File: config.mk
export PLATFORM = sky130hd
export DESIGN_NAME = sabr_euler_path_step_top_flat
export DESIGN_NICKNAME = d
export VERILOG_FILES = /design/src/hw/rtl/sabr_pkg.sv /design/src/hw/rtl/sabr_if.sv /design/src/hw/rtl/sabr_euler_path_step_top.sv /design/src/flat_wrapper.sv
export SDC_FILE = /design/constraint.sdc
export NUM_CORES = 2
export LEC_CHECK = 0
export BUFFER_PORTS_ARGS = -buffer_cell sky130_fd_sc_hd__clkbuf_2
export CAP_MARGIN = 20
export CORE_MARGIN = 4
export CORE_UTILIZATION = 25
export DETAILED_ROUTE_END_ITERATION = 7
export GPL_TIMING_DRIVEN = 0
export SYNTH_ARGS = -nofsm -noshare
export SYNTH_HDL_FRONTEND = slang
export SYNTH_SLANG_ARGS = --single-unit
File: constraint.sdc
create_clock -name clk -period 26.7 [get_ports clk]
set_input_delay 5.34 -clock clk [delete_from_list [all_inputs] [get_ports clk]]
set_output_delay 5.34 -clock clk [all_outputs]
set_load 0.1 [all_outputs]
File: src/hw/rtl/sabr_pkg.sv
package sabr_pkg;

  localparam int unsigned DrawW = 16;
  localparam int unsigned ValW = 32;
  localparam int unsigned BetaW = 17;
  localparam int unsigned NuW = 20;
  localparam int unsigned ScaleW = 17;
  localparam int unsigned CntW = 16;
  localparam int unsigned CfgIdxW = 3;

  localparam logic [ValW-1:0] FLOOR_Q16 = 32'd66;
  localparam logic [ValW-1:0] MAX_Q16 = 32'hFFFF_FFFF;
  localparam logic [BetaW-1:0] BETA_ONE = 17'd65536;

  localparam logic [CfgIdxW-1:0] REG_INIT_FWD = 3'd0;
  localparam logic [CfgIdxW-1:0] REG_INIT_VOL = 3'd1;
  localparam logic [CfgIdxW-1:0] REG_BETA = 3'd2;
  localparam logic [CfgIdxW-1:0] REG_NU = 3'd3;
  localparam logic [CfgIdxW-1:0] REG_SCALE = 3'd4;
  localparam logic [CfgIdxW-1:0] REG_STEPS = 3'd5;
  localparam logic [CfgIdxW-1:0] REG_PATHS = 3'd6;

  typedef enum logic [4:0] {
    ST_IDLE,
    ST_NORM,
    ST_LOG,
    ST_LOGMUL,
    ST_EXP,
    ST_EXPSH,
    ST_FM1,
    ST_FM2,
    ST_FM3,
    ST_VM1,
    ST_VM2,
    ST_VM3,
    ST_SETTLE,
    ST_OUT
  } state_t;

  typedef struct packed {
    logic signed [DrawW-1:0] draw_forward;
    logic signed [DrawW-1:0] draw_vol;
  } draw_t;

  typedef struct packed {
    logic [ValW-1:0] forward_out;
    logic [ValW-1:0] vol_out;
    logic path_last;
    logic all_last;
  } result_t;

  typedef struct packed {
    logic [CfgIdxW-1:0] index;
    logic [ValW-1:0] data;
  } cfg_t;

  function automatic logic [31:0] exp2_const(input logic [3:0] k);
    logic [31:0] c;
    case (k)
      4'd0: c = 32'd1518500250;
      4'd1: c = 32'd1276901417;
      4'd2: c = 32'd1170923762;
      4'd3: c = 32'd1121280436;
      4'd4: c = 32'd1097253709;
      4'd5: c = 32'd1085434104;
      4'd6: c = 32'd1079142639;
      4'd7: c = 32'd1076653033;
      4'd8: c = 32'd1075196443;
      4'd9: c = 32'd1074468888;
      4'd10: c = 32'd1074105294;
      4'd11: c = 32'd1073923544;
      4'd12: c = 32'd1073832680;
      4'd13: c = 32'd1073787251;
      4'd14: c = 32'd1073764537;
      default: c = 32'd1073753181;
    endcase
    return c;
  endfunction

endpackage

File: src/hw/rtl/sabr_if.sv
interface sabr_if #(
  parameter type payload_t = logic
);
  logic valid;
  logic ready;
  payload_t data;

  modport source (output valid, output data, input ready);
  modport sink (input valid, input data, output ready);
endinterface

File: src/hw/rtl/sabr_euler_path_step_top.sv
// SABR Euler-Maruyama path stepper.
// draws (sink): one pair of Q3.12 normal draws per time step. A transfer
//   starts one step; ready stays low until that step's result is loaded
//   into the output register.
// results (source): new forward and volatility (Q16.16), path_last and
//   all_last. The result register holds while the receiver stalls; the
//   next draw pair may be taken while a result still waits, and that step
//   then holds before its result load until the waiting result transfers.
// cfg (sink): register writes by index, always ready; write only while
//   the stepper is idle. Initial values apply at the next path reload.
// Steps: the forward is normalized, one left shift per leading zero, then
//   the shared 33x32 multiplier does 16 squarings for log2, one beta
//   product, 16 exp2 steps, then three products for each drift term; a
//   zero forward skips the log2 and exp2 steps.
// A draw pair is taken only after the step before it has made its result valid.
// Reset: config registers return to their reset values, state reloads the
//   initial forward and volatility, step and path counters clear.
module sabr_euler_path_step_top (
  input logic clk,
  input logic rst,
  sabr_if.sink draws,
  sabr_if.source results,
  sabr_if.sink cfg
);
  import sabr_pkg::*;

  logic [ValW-1:0] init_fwd, init_vol;
  logic [BetaW-1:0] beta;
  logic [NuW-1:0] nu;
  logic [ScaleW-1:0] scale;
  logic [CntW-1:0] steps, paths;

  logic [ValW-1:0] fwd_now, vol_now;
  logic [CntW-1:0] step_idx, path_idx;

  state_t state, state_next;

  logic signed [DrawW-1:0] z1, z2;
  logic [4:0] cnt;
  logic [5:0] msb;
  logic [32:0] x;
  logic [15:0] frac;
  logic [21:0] vexp;
  logic [31:0] acc;
  logic [ValW-1:0] fb, m;
  logic [34:0] dmag_f, dmag_v;

  logic out_valid;
  logic out_free;
  result_t out_reg;

  // shared multiplier
  logic [32:0] mul_a;
  logic [31:0] mul_b;
  logic [64:0] mul_p;
  assign mul_p = mul_a * mul_b;

  logic [BetaW-1:0] beta_c;
  assign beta_c = (beta > BETA_ONE) ? BETA_ONE : beta;

  assign cfg.ready = 1'b1;
  assign draws.ready = (state == ST_IDLE);
  assign results.valid = out_valid;
  assign results.data = out_reg;
  assign out_free = !out_valid || results.ready;

  always_ff @(posedge clk) begin
    if (rst) begin
      init_fwd <= 32'd65536;
      init_vol <= 32'd13107;
      beta <= 17'd32768;
      nu <= 20'd26214;
      scale <= 17'd6554;
      steps <= 16'd100;
      paths <= 16'd1;
    end else if (cfg.valid) begin
      case (cfg.data.index)
        REG_INIT_FWD: init_fwd <= cfg.data.data;
        REG_INIT_VOL: init_vol <= cfg.data.data;
        REG_BETA: beta <= cfg.data.data[BetaW-1:0];
        REG_NU: nu <= cfg.data.data[NuW-1:0];
        REG_SCALE: scale <= cfg.data.data[ScaleW-1:0];
        REG_STEPS: steps <= cfg.data.data[CntW-1:0];
        REG_PATHS: paths <= cfg.data.data[CntW-1:0];
        default: ;
      endcase
    end
  end

  always_ff @(posedge clk) begin
    if (rst) state <= ST_IDLE;
    else state <= state_next;
  end

  logic exp_done;
  assign exp_done = (cnt == 5'd16);

  always_comb begin
    state_next = state;
    case (state)
      ST_IDLE: if (draws.valid && draws.ready) state_next = ST_NORM;
      ST_NORM: begin
        if (fwd_now == '0) state_next = ST_FM1;
        else if (x[31]) state_next = ST_LOG;
      end
      ST_LOG: if (cnt == 5'd15) state_next = ST_LOGMUL;
      ST_LOGMUL: state_next = ST_EXP;
      ST_EXP: if (exp_done) state_next = ST_EXPSH;
      ST_EXPSH: state_next = ST_FM1;
      ST_FM1: state_next = ST_FM2;
      ST_FM2: state_next = ST_FM3;
      ST_FM3: state_next = ST_VM1;
      ST_VM1: state_next = ST_VM2;
      ST_VM2: state_next = ST_VM3;
      ST_VM3: state_next = ST_SETTLE;
      ST_SETTLE: if (out_free) state_next = ST_OUT;
      ST_OUT: if (!out_valid) state_next = ST_IDLE;
      default: state_next = ST_IDLE;
    endcase
  end

  // multiplier operand select
  always_comb begin
    mul_a = x;
    mul_b = x[31:0];
    case (state)
      ST_LOG: begin mul_a = x; mul_b = x[31:0]; end
      ST_LOGMUL: begin mul_a = {12'd0, msb[4:0], frac}; mul_b = {15'd0, beta_c}; end
      ST_EXP: begin mul_a = {1'b0, acc}; mul_b = exp2_const(cnt[3:0]); end
      ST_FM1: begin mul_a = {1'b0, vol_now}; mul_b = fb; end
      ST_FM2, ST_VM2: begin mul_a = {1'b0, m}; mul_b = {15'd0, scale}; end
      ST_FM3: begin
        mul_a = {1'b0, m};
        mul_b = {16'd0, z1[DrawW-1] ? 16'(-z1) : 16'(z1)};
      end
      ST_VM1: begin mul_a = {13'd0, nu}; mul_b = vol_now; end
      ST_VM3: begin
        mul_a = {1'b0, m};
        mul_b = {16'd0, z2[DrawW-1] ? 16'(-z2) : 16'(z2)};
      end
      default: ;
    endcase
  end

  function automatic logic [31:0] sat_q16(input logic [64:0] p);
    return (|p[64:48]) ? MAX_Q16 : p[47:16];
  endfunction

  logic [33:0] x_sq;
  assign x_sq = mul_p[64:31];

  logic [22:0] vcalc;
  assign vcalc = 23'(mul_p[36:16]) + 23'(1 << 20) - 23'({beta_c, 4'd0});

  logic signed [7:0] sh;
  assign sh = $signed({2'b00, vexp[21:16]}) - 8'sd30;

  // exp2 mantissa shifted up; the shift never exceeds 1
  logic [47:0] acc_sh;
  assign acc_sh = {16'd0, acc} << sh[4:0];

  logic signed [36:0] f_sum, v_sum;
  assign f_sum = z1[DrawW-1] ? $signed({5'b0, fwd_now}) - $signed({2'b0, dmag_f})
                             : $signed({5'b0, fwd_now}) + $signed({2'b0, dmag_f});
  assign v_sum = z2[DrawW-1] ? $signed({5'b0, vol_now}) - $signed({2'b0, dmag_v})
                             : $signed({5'b0, vol_now}) + $signed({2'b0, dmag_v});

  function automatic logic [31:0] settle(input logic signed [36:0] s);
    if (s < $signed({5'b0, FLOOR_Q16})) return FLOOR_Q16;
    if (s[36:32] != 5'b00000) return MAX_Q16;
    return s[31:0];
  endfunction

  logic plast, alast;
  assign plast = (17'(step_idx) + 17'd1) >= 17'(steps);
  assign alast = plast && ((17'(path_idx) + 17'd1) >= 17'(paths));

  always_ff @(posedge clk) begin
    if (rst) begin
      fwd_now <= 32'd65536;
      vol_now <= 32'd13107;
      step_idx <= '0;
      path_idx <= '0;
      out_valid <= 1'b0;
    end else begin
      if (out_valid && results.ready) out_valid <= 1'b0;
      case (state)
        ST_IDLE: begin
          if (draws.valid && draws.ready) begin
            z1 <= draws.data.draw_forward;
            z2 <= draws.data.draw_vol;
            x <= {1'b0, fwd_now};
            msb <= 6'd31;
            cnt <= '0;
            frac <= '0;
            acc <= 32'h4000_0000;
            fb <= (beta_c == '0) ? 32'd65536 : 32'd0;
          end
        end
        ST_NORM: begin
          // shift left one bit a cycle until the leading one reaches bit 31
          if (fwd_now != '0) begin
            if (!x[31]) begin
              x <= {x[31:0], 1'b0};
              msb <= msb - 6'd1;
            end else begin
              msb <= {1'b0, msb[4:0]};
            end
          end
        end
        ST_LOG: begin
          cnt <= cnt + 5'd1;
          if (x_sq[32]) begin
            x <= x_sq[33:1];
            frac <= {frac[14:0], 1'b1};
          end else begin
            x <= x_sq[32:0];
            frac <= {frac[14:0], 1'b0};
          end
        end
        ST_LOGMUL: begin
          vexp <= vcalc[21:0];
          cnt <= '0;
        end
        ST_EXP: begin
          if (!exp_done) begin
            cnt <= cnt + 5'd1;
            if (vexp[15 - cnt[3:0]]) acc <= mul_p[61:30];
          end
        end
        ST_EXPSH: begin
          // n - 14 where n = int(v) - 16
          if (sh >= 0) begin
            if (sh > 8'sd32) fb <= MAX_Q16;
            else fb <= (|acc_sh[47:32]) ? MAX_Q16 : acc_sh[31:0];
          end else begin
            fb <= (sh < -8'sd62) ? 32'd0 : 32'({acc} >> (-sh));
          end
        end
        ST_FM1, ST_FM2, ST_VM1, ST_VM2: m <= sat_q16(mul_p);
        ST_FM3: dmag_f <= mul_p[46:12];
        ST_VM3: dmag_v <= mul_p[46:12];
        ST_SETTLE: begin
          // hold until the output register is free or transfers now
          if (out_free) begin
            out_reg.forward_out <= settle(f_sum);
            out_reg.vol_out <= settle(v_sum);
            out_reg.path_last <= plast;
            out_reg.all_last <= alast;
          end
        end
        ST_OUT: begin
          if (!out_valid) begin
            out_valid <= 1'b1;
            if (out_reg.path_last) begin
              fwd_now <= init_fwd;
              vol_now <= init_vol;
              step_idx <= '0;
              path_idx <= out_reg.all_last ? '0 : path_idx + 16'd1;
            end else begin
              fwd_now <= out_reg.forward_out;
              vol_now <= out_reg.vol_out;
              step_idx <= step_idx + 16'd1;
            end
          end
        end
        default: ;
      endcase
    end
  end

  assert property (@(posedge clk) disable iff (rst)
    (draws.valid && draws.ready) |=> (state == ST_NORM))
    else $error("draw transfer did not start a step");
  assert property (@(posedge clk) disable iff (rst)
    (results.valid && !results.ready) |=> $stable(results.data))
    else $error("result changed while stalled");
  assert property (@(posedge clk) disable iff (rst)
    (state != ST_IDLE) |-> !draws.ready)
    else $error("ready while busy");
  assert property (@(posedge clk) disable iff (rst)
    (results.valid && results.data.all_last) |-> results.data.path_last)
    else $error("all_last without path_last");

endmodule

File: src/flat_wrapper.sv
// flat-port wrapper written by rule: the top's interface ports become plain ports
module sabr_euler_path_step_top_flat import sabr_pkg::*;
  (clk, rst, draws_valid, draws_data, draws_ready, results_valid, results_data, results_ready, cfg_valid, cfg_data, cfg_ready);
  sabr_if #(.payload_t(draw_t)) draws_i ();
  sabr_if #(.payload_t(result_t)) results_i ();
  sabr_if #(.payload_t(cfg_t)) cfg_i ();
  input logic clk;
  input logic rst;
  input wire logic [$bits(draws_i.valid)-1:0] draws_valid;
  input wire logic [$bits(draws_i.data)-1:0] draws_data;
  output wire logic [$bits(draws_i.ready)-1:0] draws_ready;
  output wire logic [$bits(results_i.valid)-1:0] results_valid;
  output wire logic [$bits(results_i.data)-1:0] results_data;
  input wire logic [$bits(results_i.ready)-1:0] results_ready;
  input wire logic [$bits(cfg_i.valid)-1:0] cfg_valid;
  input wire logic [$bits(cfg_i.data)-1:0] cfg_data;
  output wire logic [$bits(cfg_i.ready)-1:0] cfg_ready;
  assign draws_i.valid = draws_valid;
  assign draws_i.data = draws_data;
  assign draws_ready = draws_i.ready;
  assign results_valid = results_i.valid;
  assign results_data = results_i.data;
  assign results_i.ready = results_ready;
  assign cfg_i.valid = cfg_valid;
  assign cfg_i.data = cfg_data;
  assign cfg_ready = cfg_i.ready;
  sabr_euler_path_step_top u_core (.clk(clk), .rst(rst), .draws(draws_i), .results(results_i), .cfg(cfg_i));
endmodule
==> impl_metrics.toml <==
[synth]
synthCells = 8654
syn_area_um2 = 74350
synthTopCellsByCount = "nand2_1, inv_1, fa_1, nor2_1, a21oi_1"
ys_types = 101
synth-seq-cells = 625
synth_top_cell_by_area = "fa_1"
ys_top_cells_by_area = "fa_1, edfxtp_1, ha_1, dfxtp_1, nand2_1"
synthArstFlopShare = 0
synth_top_area_frac = 0.2502
ys_warn_count = 0
synth_edf_count = 345
syn_nets = 10130
synth-main-ff-cell = "edfxtp_1"
yosysSeqAreaShare = 0.2147
synth_most_common_cell = "nand2_1"
syn_area_per_cell_um2 = 8.591

[timing]
tns_ns = 0
min_period_ns = 16.89
min_period_over_period = 0.6327
rsz0062_at_grt = "false"
worst_clock_skew_ns = 0.03467
tightest_slew_ns = 1.458
max_freq_mhz = 59.20
setup_viol_count_final = 0
max-slew-margin-rel = 0.02820
finalHoldViolCount = 0
slew_violations = 0

[die]
io_pins = 141
row_count = 199
core_area_um2 = 295100
initial_core_util = 0.2520
dieArea_um2 = 306200
die_w_um = 553.3
die_h_um = 553.3

[placed_design]
gp_congestion = 1.058
dp_hpwl_um = 285100
portBuffers = 136

[setup_path]
critPathMaxFanout = 10
crit_path_frequent_cell = "fa_1"
slowest_delay_ns = 1.06
crit_path_start = "u_core.z1[15]"
r2r_start = "u_core.z1[15]"
ff2ff_setup_slack_ns = 9.81
critPathRequiredTime_ns = 27.06
cp_slowest_cell = "a221oi_1"
crit_path_end = "u_core.vexp[20]"
critPathArrivalTime_ns = 17.25
r2r_cells = 41
crit_path_end_kind = "flip-flop"
r2r_end = "u_core.vexp[20]"
critPathLaunchType = "flip-flop"
critPathKind = "reg -> reg"

[global_routing]
grt_util_met3 = 0.05278
grtUsageMet2 = 0.3288
grt_pass1_vias = 65880
grtUsageMet1 = 0.2720
track_usage = 0.2187
grt-busiest-layer = "met2"
antenna_found_initial = 22
grt_overflow = 0
grt_pass1_wl_um = 487500
grt_max_degree = 33

[route]
drt_iter0_drc = 8379
wirelength_um = 347700
vias = 68840
antenna_left = 0
routed_via_density = 5.319
drc = 1
first_pass_iters = 8
wl_per_cell_um = 26.87

[final_layout]
nNetsFinal = 10420
fill_cells = 31820
syn_to_final_growth_pct = 12.57
drive_gt1_frac = 0.05788

[cts]
clockRootBuffer = "clkbuf_16"
cts_resized = 0
cts_num_sinks = 625
post-cts-setup-buffer-count = 0
htree_num_levels = 3
clkTransAtPathRegs_ns = 0.06
hold_buffers = 0
clock_path_buffers = 3
cts_buffers = 72
insertion_delay_ns = 0.64
cts_tree = "built"

[min_path]
hold_class = "reg -> reg"
min_from = "u_core.init_vol[6]"

[flow_run]
drv_cap = 0

[status]
violations = "DRC"
status = "finished with violations"
## final cells by class
cell class              instances  area [um^2]  area share
diodes                         20        50.05   0.0005980
plain buffers                 506         1932     0.02308
clock buffers                  97         1991     0.02379
clock inverters                31        400.4    0.004784
inverters                    1182         4437     0.05301
multi-input cells            6341        52330      0.6253
flip-flops and latches        625        15970      0.1908
well taps                    3919         4903     0.05859
repair buffers                220         1683     0.02011
## metrics by stage
stage	hold slack [ns]	cells	util	setup slack (ns)	cell area, um^2
after floorplan	0.4320	8654	-	15.67	74350
after detailed placement	0.4465	12780	0.2749	10.45	81110
after CTS	0.4547	12910	0.2830	10.40	83500
final	0.4565	12940	0.2836	9.808	83690
after global routing	0.4705	12920	0.2835	9.721	83650
after global placement	0.4429	12710	0.2709	8.963	79930
## flip-flops by register name, summed over array words and instances (netlist names), 17 cells and up, named ones only
signal,flops
u_core.x,33
u_core.scale,17
u_core.init_vol,32
u_core.acc,32
u_core.dmag_f,35
u_core.m,32
u_core.dmag_v,35
u_core.vol_now,32
u_core.fwd_now,32
u_core.results.data,66
u_core.beta,17
u_core.vexp,22
u_core.init_fwd,32
u_core.nu,20
u_core.fb,32
## logic make-up after synthesis
| logic type | synth area share |
|---|---|
| AND/OR/NAND/NOR | 0.1669 |
| buffers and inverters | 0.08566 |
| AO/OA/AOI/OAI | 0.1450 |
| adder cells (fa/ha/maj) | 0.3301 |
| flip-flops | 0.2147 |
| multiplexers | 0.03445 |
| XOR/XNOR | 0.02307 |
| other | 0.00005044 |
## worst max-delay path: cells and delay by family, from the launching register on
family | cells | cell delay [ns]
buf+inv | 12 | 4.71
flops | 1 | 0.68
xor+xnor | 2 | 1.24
compound gates | 13 | 3.44
fa+ha+maj | 11 | 5.21
simple gates | 3 | 1.27
## layout by cell type, fill, tap and decap left out, types with 64 or more instances in the layout
cell,Yosys,layout
nor3_1,82,79
clkbuf_2,0,138
clkbuf_16,0,74
inv_1,1179,1179
edfxtp_1,345,345
nand2b_1,66,66
fa_1,929,929
nor2_1,853,850
o21a_1,65,64
ha_1,475,475
xnor2_1,115,103
nand2_1,1316,1316
nand3_1,88,88
a211oi_1,104,99
a21o_1,79,79
clkbuf_1,468,484
o21ai_0,287,281
xor2_1,79,70
and2_1,65,65
dfxtp_1,280,280
a22oi_1,98,98
a21oi_1,577,575
mux2i_1,149,149
## how the worst min path moves through the flow
| stage | endpoint | slack [ns] | cells after the start |
|---|---|---|---|
| detailed placement | u_core.init_fwd[5] | 0.45 | 2 |
| global placement | u_core.init_fwd[4] | 0.44 | 2 |
| floorplan | u_core.scale[1] | 0.43 | 2 |
| finish | u_core.init_vol[6] | 0.46 | 2 |
| global route | u_core.paths[2] | 0.47 | 2 |
| CTS | u_core.init_fwd[5] | 0.45 | 2 |
## metal layers
metal	vias up	share of wire
met5	-	0
met4	0	0.094
met3	1040	0.11
met2	4169	0.42
met1	34350	0.38
li1	29270	-
Power is not shown: default switching activity piles up to over one toggle a cycle in this logic, so the estimate is an artifact.
